===== src/rtl/sbmd_pkg.sv =====
// sbmd_pkg: shared constants and the result item type of the sync byte deframer
`default_nettype none

package sbmd_pkg;

   // framing bytes
   localparam logic [7:0] SYNC_BYTE = 8'hFF;
   localparam logic [7:0] TYPE_FREQ = 8'h46;
   localparam logic [7:0] TYPE_RESP = 8'h52;
   localparam logic [7:0] TYPE_DISC = 8'h44;
   localparam logic [7:0] TYPE_LIST = 8'h4C;

   // frame length counts sync and type bytes
   localparam int unsigned FRAME_LEN   = 6;
   localparam int unsigned PAYLOAD_LEN = FRAME_LEN - 2;

   // result kinds
   localparam logic [2:0] KIND_FREQ       = 3'd0;
   localparam logic [2:0] KIND_RESP       = 3'd1;
   localparam logic [2:0] KIND_DISC       = 3'd2;
   localparam logic [2:0] KIND_LIST_ENTRY = 3'd3;
   localparam logic [2:0] KIND_LIST_EMPTY = 3'd4;

   typedef struct packed {
      logic [2:0]  kind;
      logic [7:0]  node_id;
      logic [15:0] illum_tenths;
      logic [7:0]  duty_byte;
      logic [31:0] response_word;
      logic [7:0]  list_index;
      logic        list_last;
   } result_type;

endpackage

`default_nettype wire


===== src/rtl/sbmd_if.sv =====
// sbmd_req_if and sbmd_rsp_if: valid/ready channels for received bytes and decoded results
`default_nettype none

interface sbmd_req_if;
   logic       valid;
   logic       ready;
   logic [7:0] rx_byte;

   modport source (output valid, output rx_byte, input ready);
   modport sink   (input valid, input rx_byte, output ready);
endinterface

interface sbmd_rsp_if;
   logic        valid;
   logic        ready;
   logic [2:0]  kind;
   logic [7:0]  node_id;
   logic [15:0] illum_tenths;
   logic [7:0]  duty_byte;
   logic [31:0] response_word;
   logic [7:0]  list_index;
   logic        list_last;

   modport source (output valid, output kind, output node_id, output illum_tenths,
                   output duty_byte, output response_word, output list_index,
                   output list_last, input ready);
   modport sink   (input valid, input kind, input node_id, input illum_tenths,
                   input duty_byte, input response_word, input list_index,
                   input list_last, output ready);
endinterface

`default_nettype wire


===== src/rtl/sbmd_parser.sv =====
// sbmd_parser: frame state machine, one received byte per accepted item
`default_nettype none

module sbmd_parser (
   input  wire logic               clock,
   input  wire logic               reset,
   input  wire logic               fire,
   input  wire logic [7:0]         rx_byte,
   output logic                    res_valid,
   output sbmd_pkg::result_type    res
);

   // phase codes
   localparam logic [2:0] PH_HUNT = 3'd0;
   localparam logic [2:0] PH_TYPE = 3'd1;
   localparam logic [2:0] PH_PAY  = 3'd2;
   localparam logic [2:0] PH_CNT  = 3'd3;
   localparam logic [2:0] PH_IDS  = 3'd4;

   localparam logic [7:0] PAY_LAST = 8'(sbmd_pkg::PAYLOAD_LEN - 1);

   logic [2:0]  phase_ff, phase_in;
   logic        is_resp_ff, is_resp_in;
   logic [7:0]  byte_index_ff, byte_index_in;
   logic [7:0]  list_count_ff, list_count_in;
   logic [7:0]  held_node_ff, held_node_in;
   logic [31:0] payload_ff, payload_in;
   logic [8:0]  index_plus_one;
   logic        list_done;

   assign index_plus_one = {1'b0, byte_index_ff} + 9'd1;
   assign list_done      = (index_plus_one >= {1'b0, list_count_ff});

   // next state and result for the byte on the input
   always_comb begin
      phase_in      = phase_ff;
      is_resp_in    = is_resp_ff;
      byte_index_in = byte_index_ff;
      list_count_in = list_count_ff;
      held_node_in  = held_node_ff;
      payload_in    = payload_ff;
      res_valid     = 1'b0;
      res           = '0;
      if (fire) begin
         unique case (phase_ff)
            PH_TYPE: begin
               byte_index_in = '0;
               payload_in    = '0;
               case (rx_byte)
                  sbmd_pkg::TYPE_FREQ: begin
                     is_resp_in = 1'b0;
                     phase_in   = PH_PAY;
                  end
                  sbmd_pkg::TYPE_RESP: begin
                     is_resp_in = 1'b1;
                     phase_in   = PH_PAY;
                  end
                  sbmd_pkg::TYPE_LIST: begin
                     phase_in = PH_CNT;
                  end
                  sbmd_pkg::TYPE_DISC: begin
                     phase_in  = PH_HUNT;
                     res_valid = 1'b1;
                     res.kind  = sbmd_pkg::KIND_DISC;
                  end
                  default: begin
                     phase_in = PH_HUNT;
                  end
               endcase
            end
            PH_PAY: begin
               // F keeps node id and illuminance, R shifts in big-endian
               if (!is_resp_ff) begin
                  if (byte_index_ff == 8'd0) begin
                     held_node_in = rx_byte;
                  end else if (byte_index_ff == 8'd1) begin
                     payload_in = {24'd0, rx_byte};
                  end else if (byte_index_ff == 8'd2) begin
                     payload_in = {16'd0, rx_byte, payload_ff[7:0]};
                  end
               end else begin
                  payload_in = {payload_ff[23:0], rx_byte};
               end
               if (byte_index_ff >= PAY_LAST) begin
                  phase_in      = PH_HUNT;
                  byte_index_in = '0;
                  res_valid     = 1'b1;
                  if (!is_resp_ff) begin
                     res.kind         = sbmd_pkg::KIND_FREQ;
                     res.node_id      = held_node_ff;
                     res.illum_tenths = payload_ff[15:0];
                     res.duty_byte    = rx_byte;
                  end else begin
                     res.kind          = sbmd_pkg::KIND_RESP;
                     res.response_word = payload_in;
                  end
               end else begin
                  byte_index_in = byte_index_ff + 8'd1;
               end
            end
            PH_CNT: begin
               list_count_in = rx_byte;
               byte_index_in = '0;
               if (rx_byte == 8'd0) begin
                  phase_in  = PH_HUNT;
                  res_valid = 1'b1;
                  res.kind  = sbmd_pkg::KIND_LIST_EMPTY;
               end else begin
                  phase_in = PH_IDS;
               end
            end
            PH_IDS: begin
               res_valid      = 1'b1;
               res.kind       = sbmd_pkg::KIND_LIST_ENTRY;
               res.node_id    = rx_byte;
               res.list_index = byte_index_ff;
               res.list_last  = list_done;
               if (list_done) begin
                  phase_in      = PH_HUNT;
                  byte_index_in = '0;
               end else begin
                  byte_index_in = byte_index_ff + 8'd1;
               end
            end
            default: begin
               // hunting, or an unused code
               phase_in = (rx_byte == sbmd_pkg::SYNC_BYTE) ? PH_TYPE : PH_HUNT;
            end
         endcase
      end
   end

   // frame state registers
   always_ff @(posedge clock) begin
      if (reset) begin
         phase_ff      <= PH_HUNT;
         is_resp_ff    <= 1'b0;
         byte_index_ff <= '0;
         list_count_ff <= '0;
         held_node_ff  <= '0;
         payload_ff    <= '0;
      end else begin
         phase_ff      <= phase_in;
         is_resp_ff    <= is_resp_in;
         byte_index_ff <= byte_index_in;
         list_count_ff <= list_count_in;
         held_node_ff  <= held_node_in;
         payload_ff    <= payload_in;
      end
   end

   // a final list entry sends the block back to hunting
   a_last_entry_hunts: assert property (@(posedge clock) disable iff (reset)
      (res_valid && res.kind == sbmd_pkg::KIND_LIST_ENTRY && res.list_last)
      |=> (phase_ff == PH_HUNT))
      else $error("list did not close after last entry");

   // payload counter stays inside the payload
   a_pay_index_range: assert property (@(posedge clock) disable iff (reset)
      (phase_ff == PH_PAY) |-> (byte_index_ff <= PAY_LAST))
      else $error("payload index out of range");

endmodule

`default_nettype wire


===== src/rtl/sbmd_out_stage.sv =====
// sbmd_out_stage: result register with a skid entry between parser and result channel
`default_nettype none

module sbmd_out_stage (
   input  wire logic                 clock,
   input  wire logic                 reset,
   input  wire logic                 push,
   input  wire sbmd_pkg::result_type push_data,
   output logic                      can_accept,
   output logic                      out_valid,
   input  wire logic                 out_ready,
   output sbmd_pkg::result_type      out_data
);

   logic                 out_valid_ff, out_valid_in;
   logic                 skid_valid_ff, skid_valid_in;
   sbmd_pkg::result_type out_data_ff, out_data_in;
   sbmd_pkg::result_type skid_data_ff, skid_data_in;
   logic                 pop;

   assign pop        = out_valid_ff && out_ready;
   assign can_accept = !skid_valid_ff;
   assign out_valid  = out_valid_ff;
   assign out_data   = out_data_ff;

   // refill the result register from the skid entry first, then from the parser
   always_comb begin
      out_valid_in  = out_valid_ff;
      skid_valid_in = skid_valid_ff;
      out_data_in   = out_data_ff;
      skid_data_in  = skid_data_ff;
      if (!out_valid_ff || pop) begin
         if (skid_valid_ff) begin
            out_valid_in  = 1'b1;
            out_data_in   = skid_data_ff;
            skid_valid_in = push;
            skid_data_in  = push_data;
         end else begin
            out_valid_in = push;
            out_data_in  = push_data;
         end
      end else if (push) begin
         skid_valid_in = 1'b1;
         skid_data_in  = push_data;
      end
   end

   // control flops
   always_ff @(posedge clock) begin
      if (reset) begin
         out_valid_ff  <= 1'b0;
         skid_valid_ff <= 1'b0;
      end else begin
         out_valid_ff  <= out_valid_in;
         skid_valid_ff <= skid_valid_in;
      end
   end

   // payload flops
   always_ff @(posedge clock) begin
      out_data_ff  <= out_data_in;
      skid_data_ff <= skid_data_in;
   end

   // skid entry only fills behind a held result
   a_skid_behind_out: assert property (@(posedge clock) disable iff (reset)
      skid_valid_ff |-> out_valid_ff)
      else $error("skid entry holds an item while result register is empty");

   // nothing is pushed into a full stage
   a_no_overflow: assert property (@(posedge clock) disable iff (reset)
      push |-> !skid_valid_ff)
      else $error("result pushed while both entries are full");

endmodule

`default_nettype wire


===== src/rtl/sync_byte_message_deframer.sv =====
// sync_byte_message_deframer: top level of the sync byte message deframer
//
//   channel  dir  handshake            payload
//   req_ch   in   valid/ready          rx_byte
//   rsp_ch   out  valid/ready          kind, node_id, illum_tenths, duty_byte,
//                                      response_word, list_index, list_last
//
// one received byte is taken per cycle while req_ch.ready is high; a result is registered
// from the byte that completes it, into a result register backed by one skid entry.
// req_ch.ready is low only while both result entries are full.
// reset is synchronous and returns the parser to hunting for the sync byte.
// a stall on rsp_ch holds the result; bytes keep flowing until the skid entry fills.
`default_nettype none

module sync_byte_message_deframer (
   input  wire logic clock,
   input  wire logic reset,
   sbmd_req_if.sink  req_ch,
   sbmd_rsp_if.source rsp_ch
);

   logic                 fire;
   logic                 can_accept;
   logic                 res_valid;
   sbmd_pkg::result_type res;
   sbmd_pkg::result_type out_data;

   assign req_ch.ready = can_accept;
   assign fire         = req_ch.valid && can_accept;

   // frame decoding
   sbmd_parser u_parser (
      .clock     (clock),
      .reset     (reset),
      .fire      (fire),
      .rx_byte   (req_ch.rx_byte),
      .res_valid (res_valid),
      .res       (res)
   );

   // result buffering
   sbmd_out_stage u_out (
      .clock      (clock),
      .reset      (reset),
      .push       (res_valid),
      .push_data  (res),
      .can_accept (can_accept),
      .out_valid  (rsp_ch.valid),
      .out_ready  (rsp_ch.ready),
      .out_data   (out_data)
   );

   assign rsp_ch.kind          = out_data.kind;
   assign rsp_ch.node_id       = out_data.node_id;
   assign rsp_ch.illum_tenths  = out_data.illum_tenths;
   assign rsp_ch.duty_byte     = out_data.duty_byte;
   assign rsp_ch.response_word = out_data.response_word;
   assign rsp_ch.list_index    = out_data.list_index;
   assign rsp_ch.list_last     = out_data.list_last;

endmodule

`default_nettype wire

===== src/flat_wrapper.sv =====
// flat-port wrapper written by rule: the top's interface ports become plain ports
module sync_byte_message_deframer_flat 
  (clock, reset, req_ch_valid, req_ch_rx_byte, req_ch_ready, rsp_ch_valid, rsp_ch_kind, rsp_ch_node_id, rsp_ch_illum_tenths, rsp_ch_duty_byte, rsp_ch_response_word, rsp_ch_list_index, rsp_ch_list_last, rsp_ch_ready);
  sbmd_req_if req_ch_i ();
  sbmd_rsp_if rsp_ch_i ();
  input  wire logic clock;
  input  wire logic reset;
  input wire logic [$bits(req_ch_i.valid)-1:0] req_ch_valid;
  input wire logic [$bits(req_ch_i.rx_byte)-1:0] req_ch_rx_byte;
  output wire logic [$bits(req_ch_i.ready)-1:0] req_ch_ready;
  output wire logic [$bits(rsp_ch_i.valid)-1:0] rsp_ch_valid;
  output wire logic [$bits(rsp_ch_i.kind)-1:0] rsp_ch_kind;
  output wire logic [$bits(rsp_ch_i.node_id)-1:0] rsp_ch_node_id;
  output wire logic [$bits(rsp_ch_i.illum_tenths)-1:0] rsp_ch_illum_tenths;
  output wire logic [$bits(rsp_ch_i.duty_byte)-1:0] rsp_ch_duty_byte;
  output wire logic [$bits(rsp_ch_i.response_word)-1:0] rsp_ch_response_word;
  output wire logic [$bits(rsp_ch_i.list_index)-1:0] rsp_ch_list_index;
  output wire logic [$bits(rsp_ch_i.list_last)-1:0] rsp_ch_list_last;
  input wire logic [$bits(rsp_ch_i.ready)-1:0] rsp_ch_ready;
  assign req_ch_i.valid = req_ch_valid;
  assign req_ch_i.rx_byte = req_ch_rx_byte;
  assign req_ch_ready = req_ch_i.ready;
  assign rsp_ch_valid = rsp_ch_i.valid;
  assign rsp_ch_kind = rsp_ch_i.kind;
  assign rsp_ch_node_id = rsp_ch_i.node_id;
  assign rsp_ch_illum_tenths = rsp_ch_i.illum_tenths;
  assign rsp_ch_duty_byte = rsp_ch_i.duty_byte;
  assign rsp_ch_response_word = rsp_ch_i.response_word;
  assign rsp_ch_list_index = rsp_ch_i.list_index;
  assign rsp_ch_list_last = rsp_ch_i.list_last;
  assign rsp_ch_i.ready = rsp_ch_ready;
  sync_byte_message_deframer u_core (.clock(clock), .reset(reset), .req_ch(req_ch_i), .rsp_ch(rsp_ch_i));
endmodule

===== config.mk =====
export PLATFORM = sky130hd
export DESIGN_NAME = sync_byte_message_deframer_flat
export DESIGN_NICKNAME = d
export VERILOG_FILES = /design/src/rtl/sbmd_pkg.sv /design/src/rtl/sbmd_if.sv /design/src/rtl/sbmd_parser.sv /design/src/rtl/sbmd_out_stage.sv /design/src/rtl/sync_byte_message_deframer.sv /design/src/flat_wrapper.sv
export SDC_FILE = /design/constraint.sdc
export NUM_CORES = 1
export LEC_CHECK = 0
export ABC_AREA = 1
export BUFFER_PORTS_ARGS = -buffer_cell sky130_fd_sc_hd__buf_2
export CAP_MARGIN = 20
export CELL_PAD_IN_SITES_DETAIL_PLACEMENT = 1
export CELL_PAD_IN_SITES_GLOBAL_PLACEMENT = 1
export CORE_UTILIZATION = 29
export CTS_CLUSTER_SIZE = 14
export DETAILED_ROUTE_END_ITERATION = 8
export PLACE_DENSITY_LB_ADDON = 0.1
export SLEW_MARGIN = 25
export SYNTH_ARGS = -nofsm -noshare
export SYNTH_HDL_FRONTEND = slang
export SYNTH_SLANG_ARGS = --single-unit

===== constraint.sdc =====
create_clock -name clock -period 6.71 [get_ports clock]
set_clock_uncertainty 0.15 [all_clocks]
set_input_delay 1.342 -clock clock [delete_from_list [all_inputs] [get_ports clock]]
set_output_delay 1.342 -clock clock [all_outputs]
set_load 0.05 [all_outputs]

==> Yosys cells after proc, flatten, opt, wreduce, memory -nomap -nowiden <==
Index checks and enable logic that the tools add are counted.
{ "word_totals": {"input_bits": 12, "regBits": 214, "output_inout_bits": 78} }
{ "op_classes": {"eq_ne": 14, "n_bitwise": 1, "order_cmp": 2, "addsub": 2, "mux": 39, "reduce_logical": 20} }
{ "op_table": {"columns": ["cell", "n"], "rows": [
  ["$mux W76", 5],
  ["$mux W32", 6],
  ["$mux W65", 1],
  ["$pmux W32 S2", 1],
  ["$mux W56", 1],
  ["$eq A8 B7 Y1 const B", 4],
  ["$pmux W3 S4", 2],
  ["$pmux W8 S3", 1],
  ["$logic_not A8 Y1", 2],
  ["$mux W8", 2],
  ["$pmux W8 S2", 1],
  ["$mux W3", 4],
  ["$mux W1", 10],
  ["$add A8 B1 Y9 const B", 1],
  ["$ge A9 B8 Y1", 1],
  ["$mux W9", 1],
  ["$add A8 B1 Y8 const B", 1],
  ["$eq A8 B1 Y1 const B", 1],
  ["$eq A8 B2 Y1 const B", 1],
  ["$eq A8 B8 Y1 const B", 1],
  ["$ge A8 B2 Y1 const B", 1],
  ["$reduce_and A2 Y1", 4],
  ["$eq A3 B2 Y1 const B", 2],
  ["$ne A2 B2 Y1 const B", 3],
  ["other kinds (15)", 21]
]} }

==> Longest topological paths before layout <==
Gate-level depths: netlist (run 1).
{ "logic_depth": {"word_depth": 11, "ltp_mapped": 15, "depth_no_buf": 15} }

==> Cells and area by module <==
A second synthesis (run 1) with hierarchy kept.
{ "hier_totals": {"cells_unflattened": 959, "area_unflattened_um2": 9083.7} }
{ "by_module_without_submodules": {"columns": ["mod", "seq_area_each_um2", "cells_each", "area_each_um2", "n_inst"], "rows": [
  ["sbmd_out_stage", 4604.4, 413, 5640.4, 1],
  ["sbmd_parser", 1041.0, 544, 3435.8, 1],
  ["sync_byte_message_deframer", 0.0, 2, 7.5, 1]
]} }

==> Worst setup path after synthesis (run 1) <==
Ideal clock, no wire load.
{ "synth_timing": {"path_type": "input port to flip-flop", "from": "input port req_ch_rx_byte[2]", "to": "register u_core.u_out.skid_data_ff[0] (netlist bit) (enable)", "stages": 7, "n_path_buf": 1, "arrival_time_ns": 5.923, "setup_slack_ns": 0.081, "setup_ns": 0.556, "t_required_ns": 6.004, "path_cell_list": "clkbuf_1 -> inv_1 -> nor3_1 -> nand2_1 -> nand2_1 -> nand2_1 -> a31oi_1"} }
{ "synth_between": {"elab_chain_len": 6, "elab_cells_between_ends": 8, "classes_between": "eq/ne (1); mux (4); reduce/logical (3)"} }
{ "synth_lines": {"columns": ["item", "line", "rtl"], "rows": [
  ["start, declared", "flat_wrapper.sv:9", "input wire logic [$bits(req_ch_i.rx_byte)-1:0] req_ch_rx_byte;"],
  ["$eq A8 B7 Y1 or $logic_not A8 Y1 (tied branches)", "sbmd_parser.sv:49, sbmd_parser.sv:104", null],
  ["$mux W1 (on tied branches)", "sbmd_parser.sv:49, sbmd_parser.sv:104", null],
  ["$pmux W1 S4 (*)", "sbmd_parser.sv:45", "unique case (phase_ff)"],
  ["$mux W1 (*)", "sbmd_parser.sv:44", "if (fire) begin"],
  ["$reduce_bool A2 Y1 (no source line) (*)", null, null],
  ["$reduce_and A2 Y1 (no source line) (*)", null, null],
  ["end signal, assigned", "sbmd_out_stage.sv:62", "skid_data_ff <= skid_data_in;"],
  ["end, declared", "sbmd_out_stage.sv:18", "sbmd_pkg::result_type skid_data_ff, skid_data_in;"]
]} }
Every way passes the cells marked *; elsewhere a longest branch is shown, timed or not.
A chain may end at the register's enable or synchronous reset.

==> Final worst setup path (run 1) <==
{ "layout_timing": {"from": "input port req_ch_valid", "to": "register u_core.u_out.skid_data_ff[21] (netlist bit) (enable)"} }
{ "layout_between": {"elab_chain_len": 4} }
{ "layout_lines": {"columns": ["item", "line", "rtl"], "rows": [
  ["start, declared", "flat_wrapper.sv:8", "input wire logic [$bits(req_ch_i.valid)-1:0] req_ch_valid;"],
  ["$logic_and A1 B1 Y1", "sync_byte_message_deframer.sv:29", "assign fire = req_ch.valid && can_accept;"],
  ["$mux W1", "sbmd_parser.sv:44", null],
  ["$reduce_bool A2 Y1 (no source line)", null, null],
  ["$reduce_and A2 Y1 (no source line)", null, null]
]} }
Every way passes these cells.

==> summary by stage, run 1 <==
Run status
The run finished with clean final reports.

Job
Across the run, the number of max-cap violations was 0.

Critical path
The critical path endpoint category is a register. Along the worst path, the maximum fanout reaches 76. STA puts the critical path data required time at 6.69 ns. The kind of start point of the critical path is an input port. The type of the worst setup path is in -> reg. STA puts the critical path data arrival time at 3.59 ns.

Timing
The upper clock frequency limit is 277 MHz. Summed over all failing endpoints, the final setup total negative slack is 0 ns. After layout, the worst setup slack is 3.10 ns. Measured against its own limit, the worst slew margin works out to 0.424. The final critical-path share of the clock period is 0.538. The final count of pins violating max slew came to 0. At the pin with the least slew margin, the transition time is around 0.86 ns. Setup repair after global routing left no endpoint under its margin. The number of hold violations in the final report is 0. The final critical-path required period is 3.61 ns. The setup violation total in the final timing report is 0.

Final layout
The finished cells cover 10400 sq um. The area used by multi-input combinational logic is 2710 sq um. The number of fill cells in the layout is 3483. Summing all flip-flop and latch instances after layout gives between 5000 and 6000 sq um. At the end of the flow, the number of nets in the layout was roughly 1000. The core utilization of the finished layout is 0.346.

The post-synthesis to final-layout area growth is 16.5%. The number of inserted diodes is 0. The share of final-layout standard cells stronger than drive strength 1 is 0.162.

Clock network
The cell at the root of the clock tree is clkbuf_16. Hold repair after CTS inserted 0 buffers. In this run the post-CTS setup repair buffer count came out at 0. The clock tree from TritonCTS is done.

After clock tree synthesis, the repair step resized 0 gates. The clock latency on the worst-skew pair is between 0.5 and 0.6 ns. In this run the number of H-tree levels came out at 1.

The clock input transition at the sequential cells of the worst setup and hold paths is 0.05 ns. The number of clock buffers inserted by TritonCTS is 25. The TritonCTS sink count is slightly above 200. In this run the deepest clock path goes through 3 buffers.

Detailed routing
The residual antenna-violating net count after detailed routing is 0. After detailed routing, the total wire length is 22.5 mm. For this run, the detailed router's first-pass iteration total came to 4.

In the final routed layout, each cell accounts on average for 16.3 microns. The number of DRC violations after detailed-routing iteration 0 is about 350. After detailed routing, the number of vias per cell comes to 4.59.

Summing over every cut layer, the via total after detailed routing is 6334. For this run, design rule violations remaining after detail routing come to 0.

Place
Routability-driven placement finished with a final weighted congestion of 0.767. The setup slack after placement is 2.29 ns. In this run the tool buffered the top-level ports with 89 buffer cells. The post-place instance area is ~9600 sq um. The detailed-placement wirelength estimate is between 10 and 15 mm.

Floorplan
The row count is 63. The width of the die is 177 microns. The height of the chip is 177 microns.

The area inside the core boundary is 30000 sq um. The area enclosed by the die boundary is 31400 sq um. During I/O placement, the number of pins put on the boundary was 90. The initial utilization of the core area, before any placement, comes to 0.297.

Power and ir drop
The power density over the cells is 286 nW/um^2. Power comes to 2970 uW. The static leakage power is roughly 0.0039 uW. IR analysis of the VDD net gives a maximum drop of 0.186 mV.

Hold path
The tightest min-delay check is of the reg -> reg type.

Yosys
The share of the Yosys chip area taken by registers is 0.634. The flip-flop and latch count after synthesis is 206. The synthesized cell area is 8900 sq um. The number of instances in the synthesized netlist is 895. The Yosys warning count is 0. The synthesized netlist net count is 919.

The mean instance size in the synthesized netlist is 9.95 sq um. The number of different library cells used by synthesis comes to 34.

GRT
The global-route wire length before repair is 35.8 mm. The most crowded layer after global routing is met2. In the global route stage, met2 resource usage came out at 0.231. The largest net degree at the start of global routing is 78. The all-layer global routing usage is 0.145. The number of antenna violations at the first check in global routing was 0. The via count of the first global-routing pass came to 6282. The aggregate global routing overflow is 0. The global routing met3 resource utilization is 0.0228.

The global-route met1 utilization is 0.206.
-- synthesized netlist by cell type --
cell,number,share of area
nand4_1,5,0.0035
buf_6,10,0.013
nor3_2,1,0.0011
inv_2,12,0.0051
nand4_4,1,0.0024
nor3_1,4,0.0022
xor2_1,6,0.0059
nand2_4,1,0.0013
a21oi_1,55,0.031
nand3_2,1,0.0011
nand2_1,183,0.077
buf_4,5,0.0042
inv_1,65,0.027
nand2_2,4,0.0028
clkbuf_1,21,0.0089
inv_4,1,0.00070
dfxtp_1,54,0.12
a21boi_0,1,0.00084
nor2_2,3,0.0021
o21ai_0,70,0.039
nor2_4,2,0.0025
nand3_1,34,0.019
ha_1,12,0.017
nor2_1,120,0.051
a211oi_1,1,0.00084
nor3_4,3,0.0055
a21oi_2,2,0.0020
or2_2,1,0.00070
buf_2,7,0.0039
nor4_1,1,0.00070
o21ai_1,46,0.026
buf_1,1,0.00042
edfxtp_1,152,0.51
a31oi_1,10,0.0070
-- power breakdown --
| part | switching (uW) | internal [uW] | total, uW |
|---|---|---|---|
| logic | 235 | 67.0 | 302 |
| registers | 20.2 | 1400 | 1420 |
| clock network | 513 | 735 | 1250 |
| total | 768 | 2200 | 2970 |
-- registers in the layout (all words and copies together) (netlist names) --
name / flops
u_core.u_out.skid_data_ff: 76
u_core.u_parser.payload_ff: 24
u_core.u_out.out_valid: 1
u_core.u_parser.phase_ff: 3
u_core.u_parser.held_node_ff: 8
u_core.u_out.out_data: 76
u_core.u_parser.list_count_ff: 8
u_core.u_parser.is_resp_ff: 1
u_core.u_parser.byte_index_ff: 8
u_core.u_out.skid_valid_ff: 1
-- cells in the final DEF (no fill, tap or decap), types with 4 or more instances in the layout --
master | synthesis | routed
a21oi_1 | 55 | 55
a31oi_1 | 10 | 9
buf_2 | 7 | 89
buf_4 | 5 | 4
clkbuf_1 | 21 | 11
clkbuf_16 | 0 | 25
clkinv_1 | 0 | 4
dfxtp_1 | 54 | 53
edfxtp_1 | 152 | 152
ha_1 | 12 | 12
inv_1 | 65 | 64
inv_2 | 12 | 13
nand2_1 | 183 | 182
nand2_2 | 4 | 5
nand3_1 | 34 | 34
nand4_1 | 5 | 5
nor2_1 | 120 | 120
nor3_1 | 4 | 4
o21ai_0 | 70 | 70
o21ai_1 | 46 | 46
xor2_1 | 6 | 6
-- per-stage QoR --
| step | hold WS [ns] | instances |
|---|---|---|
| after global routing | 0.338 | 1380 |
| after floorplan | 0.285 | 895 |
| after CTS | 0.320 | 1380 |
| final | 0.317 | 1380 |
| after detailed placement | 0.311 | 1335 |
| after global placement | 0.301 | 1335 |
-- cells by family after synthesis --
logic type               after synthesis  synth area share
buffers and inverters                122            0.0633
AND/OR/NAND/NOR                      364             0.173
adder cells (fa/ha/maj)               12            0.0169
AO/OA/AOI/OAI                        185             0.107
XOR/XNOR                               6           0.00590
flip-flops                           206             0.634
-- worst max-delay path: stages --
cell and delay [ns]:
buf_2 0.08, nand2_2 0.35, inv_4 0.44, nand2_2 0.16, inv_2 0.22, nand2_1 0.16, a31oi_4 0.15, buf_6 0.60
-- worst paths after layout --
kind / startpoint / endpoint / slack (ns) / cells after the start
max: req_ch_valid / u_core.u_out.skid_data_ff[21] / 3.10 / 8
min: u_core.u_parser.list_count_ff[4] / u_core.u_parser.list_count_ff[4] / 0.32 / 2
max reg2reg: u_core.u_out.skid_valid_ff / u_core.u_out.skid_data_ff[21] / 3.62 / 8
min reg2reg: u_core.u_parser.list_count_ff[4] / u_core.u_parser.list_count_ff[4] / 0.32 / 2
-- routing by layer --
metal  vias to the layer above  wire length (microns)
met1                      3045                  11200
met5                         -                      0
met3                        26                    785
met2                        86                  10200
li1                       3177                      -
met4                         0                    348
-- layout make-up --
type / count / area share
sequential: 206 / 0.545
tap: 390 / 0.0471
clock buffer: 37 / 0.0656
timing repair buffer: 94 / 0.0469
clock inverter: 8 / 0.00603
multi-input combinational: 567 / 0.261
inverter: 78 / 0.0285
Power figures use the tool's default switching activity.
==> inputs of run 2 (changes only) <==
Clock period 6.71 ns to 3.24 ns, I/O delays scaled along.
==> run 2 against run 1 <==
Non-clock buffer count grew 10. Register-to-register slack got worse by 3.1 ns. Count of clock-buffer cells in the layout unchanged. Flip-flop and latch count unchanged. Hold slack lost 0.0016 ns. Sequential share of layout area is 0.89 points lower. Cell count rose by 0.72%. Critical path depth is 1 higher. Highest routed layer unchanged.
==> summary by stage, run 2 (same netlist as run 1, synthesis figures left out) <==
Run status
The run finished with clean final reports.

Place
Counting tap cells, the placed design contains a total of 1345 instances. The number of I/O port buffers is 89. The weighted congestion reported at the end of routability-driven placement is 0.758.

Summing all placed instances gives a cell area of 9760 sq um. Once detailed placement completed, the half-perimeter wirelength came to approximately 15 mm.

Critical path
At the worst endpoint, the required time is between 3 and 4 ns. The delay of the slowest critical-path stage is ~0.44 ns. Counting stages on the worst path, the most repeated cell is ha_1. The critical path is of the reg -> reg type. The kind of cell with the highest combined delay along the critical path is compound AO/OA/AOI/OAI gates. The number of buffers and inverters on the critical path is 0. The critical path endpoint category is a register. The kind of start point of the critical path is a register. The highest-delay cell along the critical path is dfxtp_1. In this run the worst path has a maximum fanout of 7. The worst endpoint data arrival time is about 2.9 ns. Walking the worst path, the cells encountered are ha_1 -> nand3_1 -> nor2_1 -> xor2_1 -> ha_1 -> a21oi_1 -> nand2_1 -> a21boi_0 -> o21ai_0.

Floorplan
90 I/O pins were placed. The floorplan has 63 rows. The area enclosed by the die boundary is 31400 sq um. The region available for standard cell placement spans 30000 sq um.

The width of the die is about 180 microns. The height of the chip is 177 microns. The initial core utilization is 0.297.

Clock network
The number of H-tree branching levels is 1. In this run the clock root is driven by a clkbuf_16. The later pin in the worst-skew pair is clocked with a latency of between 0.5 and 0.6 ns. The hold buffer count at cts is 0. TritonCTS built the clock tree. The number of gates resized after cts is 0.

The number of clock buffers inserted by TritonCTS is 25. Post-CTS timing repair inserted 0 buffers for setup. The number of buffers on the longest clock path is 3. The TritonCTS sink count is 206. The clock input transition at the sequential cells of the worst setup and hold paths is around 0.06 ns.

GRT
The aggregate global routing overflow is 0. The largest net degree at the start of global routing is 77. In the global route stage, overall resource usage came out at 0.151. The number of antenna violations at the first check in global routing is 0.

The first global-routing pass estimated approximately 37 mm of wire. The via count of the first global-routing pass is approximately 6400.

Power and ir drop
The design draws around 6300 uW. Across the VDD grid, the largest voltage drop is between 0.3 and 0.4 mV. The static leakage power is 0.00396 uW. The power density over the cells is 597 nW/um^2.

Timing
The number of hold violations in the final report was 0. After routing, the total negative slack on setup checks comes to 0 ns. The final critical-path share of the clock period is 0.848. The worst slew slack as a fraction of its limit is 0.449. After layout, the minimum clock period comes to 2.75 ns. The actual transition at the worst max-transition pin is 0.826 ns.

Hold timing on the final database bottoms out at a slack of 0.315 ns. Setup repair after global routing left no endpoint under its margin. Static timing analysis puts the maximum clock frequency at approximately 360 MHz.

The setup violation total in the final timing report is 0. The final count of pins violating max slew is 0.

Final layout
Once layout is done, the placed cells without fillers occupy between 10000 and 15000 sq um. 0 antenna diodes ended up in the layout. The top cell types in the final layout, fill and taps aside, are nand2_1 (181), edfxtp_1 (152), nor2_1 (120). The commonest non-fill, non-tap cell in the layout is nand2_1. In the final layout, the share of cells above drive strength 1 is 0.175. For this run, the post-layout net count is 1006. The count of non-filler cells in the finished layout is around 1400. The area growth from synthesis to layout is 18.4%.

Detailed routing
Once detail routing completed, the nets flagged for antenna violations numbered 0. Summed over all layers, the routed wires come to 22.9 mm. The detailed-routing iteration count for the pre-antenna-repair pass is 4.

The number of DRC violations after detailed-routing iteration 0 is 343. For this run, design rule violations remaining after detail routing come to 0. The detail-routed net length per standard cell is 16.5 microns. The number of vias per cell is about 4.6. The via total after detailed routing is 6378.

Hold path
The path class of the lowest-slack min-delay path is reg -> reg.

Job
The max-capacitance violation count is 0.
==> run 2: cell count changes in the layout (fill, tap and decap cells not counted), moves of 2 or more <==
cell / change
buf_4: +7
buf_12: +4
nor3_1: -2
nor3_2: +2
==> run 2: worst min-delay path: cells and delay by family (launching register included) <==
family	cells	cell delay, ns
flops	1	0.31
simple gates	1	0.06
compound gates	1	0.05
==> run 2: worst paths after layout <==
check | cells past startpoint | from | slack, ns | end
worst max-delay path | 9 | u_core.u_parser.byte_index_ff[0] | 0.49 | u_core.u_out.out_data[0]
worst min-delay path | 2 | u_core.u_parser.payload_ff[9] | 0.31 | u_core.u_parser.payload_ff[9]
worst max register to register | 9 | u_core.u_parser.byte_index_ff[0] | 0.49 | u_core.u_out.out_data[0]
worst min register to register | 2 | u_core.u_parser.payload_ff[9] | 0.31 | u_core.u_parser.payload_ff[9]
==> run 2: final cells by class <==
type | instances | area [sq um]
inverters | 78 | 297
multi-input cells | 567 | 2720
clock inverters | 8 | 88.8
fillers | 3425 | 19400
flip-flops and latches | 206 | 5650
repair buffers | 104 | 608
clock buffers | 37 | 691
well taps | 390 | 488
==> run 2: power by group <==
part,internal (uW),switching (uW)
registers,2900,42.7
logic,154,496
clock network,1620,1080
==> run 2: per-stage QoR <==
stage	utilization	worst slack, ns
3_5_place_dp	0.326	0.449
5_1_grt	0.352	0.145
6_report	0.352	0.493
2_1_floorplan	-	0.00465
4_1_cts	0.352	0.443
3_3_place_gp	0.326	0.467
==> run 2: layer usage <==
| layer | up-vias | GRT usage | wire [microns] |
|---|---|---|---|
| met2 | 96 | 0.236 | 10400 |
| met1 | 3054 | 0.216 | 11400 |
| met3 | 30 | 0.0221 | 789 |
| li1 | 3198 | - | - |
| met4 | 0 | 0.0363 | 393 |
| met5 | - | 0 | 0 |
==> inputs of run 3 (changes only) <==
Settings changed: ABC_AREA 1 to 0.
Clock period 3.24 ns to 2.2 ns, I/O delays scaled along.
==> run 3 against run 2 <==
The flow now finishes with violations (setup timing). Critical path type unchanged. Register-to-register slack lost 1.0 ns. Maximum frequency grew 1.0%. Sequential power grew 40%. Non-clock buffer count grew 114. Critical path depth shrank 1. Sequential share of layout area shrank 6.4 points. Core utilization grew 7.5 points. First-iteration DRC count shrank 25%. Cell count shrank 9.7%. Largest cell class unchanged.
==> summary by stage, run 3 <==
Detailed routing
The detailed-routing iteration count for the pre-antenna-repair pass is 6. The number of DRC violations after detailed-routing iteration 0 is 258. The detail-routed net length per standard cell is 19.8 microns. The post-detailed-route DRC marker count is 0. The number of vias per cell is 4.80. The residual antenna-violating net count after detailed routing is 0. The sum of routed wire length over all layers is 24.9 mm. The routed layout has between 6000 and 7000 vias.

Timing
The actual transition at the worst max-transition pin is ~0.73 ns. Hold is met by 0.0967 ns. Static timing analysis puts the maximum clock frequency at ~370 MHz. After layout, the worst setup slack is -0.519 ns.

The setup violation total in the final timing report is 253. The final count of pins violating max slew is 0. The worst slew slack as a fraction of its limit is 0.512.

The number of hold violations in the final report came to 0. For the finished layout, the period the worst path requires is 2.72 ns. The final critical-path share of the clock period is 1.24. Adding up every negative setup slack in the final design gives -75.53 ns.

Setup repair after global routing could not meet its margin everywhere.

Floorplan
The height of the chip is between 150 and 200 microns. The initial core utilization is 0.298. The die covers ~30000 sq um. The width of the die is 172 microns. For this design the top-level I/O count stands at 90. In this run the core area contains between 60 and 70 standard-cell rows.

The core region is approximately 28000 sq um.

Yosys
A synthesized cell averages 12.8 sq um. For this run, the register share of the synthesized area comes to 0.675. The dominant synthesized flop cell is edfxtp_1. After synthesis, the cell types taking the most area are edfxtp_1 (55%), dfxtp_1 (13%), a21o_1 (7.2%), nor2_1 (2.8%), ha_1 (1.8%). The post-synthesis cell type count is 49.

After synthesis the netlist holds a flip-flop and latch count of 206. The largest area contributor in the synthesized netlist is edfxtp_1. By instance count, the leading cell after synthesis is edfxtp_1.

Summing every instance area after synthesis gives 8370 sq um. The number of instances in the synthesized netlist is 653. The share of synthesized area in the top cell type comes to 0.546. The share of async-settable or async-resettable flops after synthesis is 0. The count of flip-flops with a built-in enable after synthesis is 152.

The number of nets handed over by synthesis was 677. Yosys printed 0 warnings. The commonest cells after synthesis are edfxtp_1 (152), a21o_1 (80), nor2_1 (62).

Critical path
In this design, the critical path's most frequently occurring cell is or4_4. The worst setup path is of the reg -> reg kind. The critical path endpoint category is a register. Traced cell by cell, the critical path runs through buf_6 -> or4_4 -> or4_4 -> mux2_4 -> a31oi_4 -> a21oi_4 -> buf_12 -> clkbuf_16. The required time of the worst setup path is 2.32 ns. In this run the register-to-register setup slack is -0.52 ns. The number of buffer and inverter instances along the worst setup path is 3. The kind of start point of the critical path is a register.

On the critical path, the stage with the largest delay is an instance of or4_4. Broken down by cell family, the worst path's largest delay share belongs to simple AND/OR/NAND/NOR gates. The biggest fanout along the worst timing path is 10. The worst endpoint data arrival time is 2.84 ns. The delay of the slowest critical-path stage is 0.52 ns.

Clock network
After clock tree synthesis, the clock-pin slew on the worst setup and hold paths is 0.06 ns. The number of clock buffers inserted by TritonCTS is 23. In this run the number of H-tree levels came out at 1. The TritonCTS sink count is approximately 210. CTS placed an instance of clkbuf_16 at the clock tree root.

The hold buffer count at cts is 0. The clock tree from TritonCTS is done. The clock latency on the worst-skew pair is 0.51 ns. The longest clock path from root to sink contains 3 buffers.

GRT
The all-layer global routing usage is 0.168. The first global-routing pass estimated between 30 and 40 mm of wire. The aggregate global routing overflow is 0. The via count of the first global-routing pass was between 6000 and 7000. Entering global routing, the biggest net connects 57 pins. The number of antenna violations at the first check in global routing is 0.

Final layout
The final layout net count is 885. The post-synthesis to final-layout area growth is 43.3%. The number of inserted diodes is 0. For this run, the number of standard cells in the final layout without fillers is 1255. For this run, the share of the core covered by cells in the final layout is 0.427. The share of final-layout standard cells stronger than drive strength 1 is 0.450. The top cell types in the final layout, fill and taps aside, are edfxtp_1 (152), buf_4 (91), buf_2 (89).

Leaving out fill and tap cells, the most frequent cell in the layout is edfxtp_1.

Place
The number of placed instances, taps included is about 1200. The wire-length estimate of the detail-placed layout is 16.6 mm. The weighted congestion reported at the end of routability-driven placement is 0.753.

The number of I/O port buffers is 89. The setup slack after placement is -0.486 ns.

Power and ir drop
For this design the ratio of total power to cell area is 661 nW/um^2. VDD sags by at most 0.431 mV. Summed over all cells, the static leakage comes to 0.00548 uW.

Run status
The final reports fail on setup timing. The run finished, with violations left.

Job
The tool flagged a number of max-cap violations equal to 0.

Hold path
The tightest min-delay check is of the in -> reg type.
==> run 3: cell count changes in the layout (fill, tap and decap cells not counted), moves of 42 or more <==
cell     previous run  this run
a21o_1              0        80
buf_4              11        91
o21ai_1            46         4
o21ai_0            70         4
nor2_1            120        28
nand2_1           181        38
inv_1              64        18
==> run 3: final cells by class <==
cell class,count,area (sq um)
Multi-Input combinational cell,393,3340
Clock inverter,12,93.8
Clock buffer,29,618
Timing Repair Buffer,218,1730
Fill cell,2994,16100
Sequential cell,206,5660
Inverter,19,75.1
Tap cell,378,473
==> run 3: metrics by stage <==
stage | area (sq um) | total power [uW]
2_1_floorplan | 8670 | 4250
3_3_place_gp | 10100 | 4350
3_5_place_dp | 10100 | 4350
4_1_cts | 11400 | 8030
5_1_grt | 12000 | 8190
6_report | 12000 | 7920
==> run 3: per-layer routing <==
metal | share of wire | vias to the layer above | GRT usage
li1 | - | 2850 | -
met1 | 0.43 | 3022 | 0.214
met2 | 0.51 | 110 | 0.294
met3 | 0.036 | 36 | 0.0251
met4 | 0.020 | 0 | 0.0454
met5 | 0 | - | 0
==> run 3: power breakdown <==
group | internal (uW) | switching [uW] | total [uW]
clock network | 2110 | 1520 | 3630
logic | 55.2 | 127 | 182
registers | 4110 | 0.0115 | 4110
total | 6270 | 1650 | 7920
==> run 3: cell families after synthesis <==
family	count (synthesis)	synth area share
compound gates	163	0.144
xor+xnor	7	0.00733
fa+ha+maj	12	0.0179
buf+inv	56	0.0283
flops	206	0.675
mux	4	0.00509
simple gates	205	0.123
==> run 3: repair_timing <==
item / CTS / global route
setup endpoints to repair: 216 / 253
pin swaps: 28 / 29
gates resized for setup: 91 / 81
setup buffers: 17 / 11
gates cloned: 5 / 8
==> run 3: path summary, 6_finish.rpt <==
kind	to	startpoint	cells after the start
max	u_core.u_out.skid_data_ff[15]	u_core.u_parser.byte_index_ff[4]	8
min	u_core.u_parser.is_resp_ff	reset	2
max reg2reg	u_core.u_out.skid_data_ff[15]	u_core.u_parser.byte_index_ff[4]	8
min reg2reg	u_core.u_parser.list_count_ff[4]	u_core.u_parser.list_count_ff[4]	2
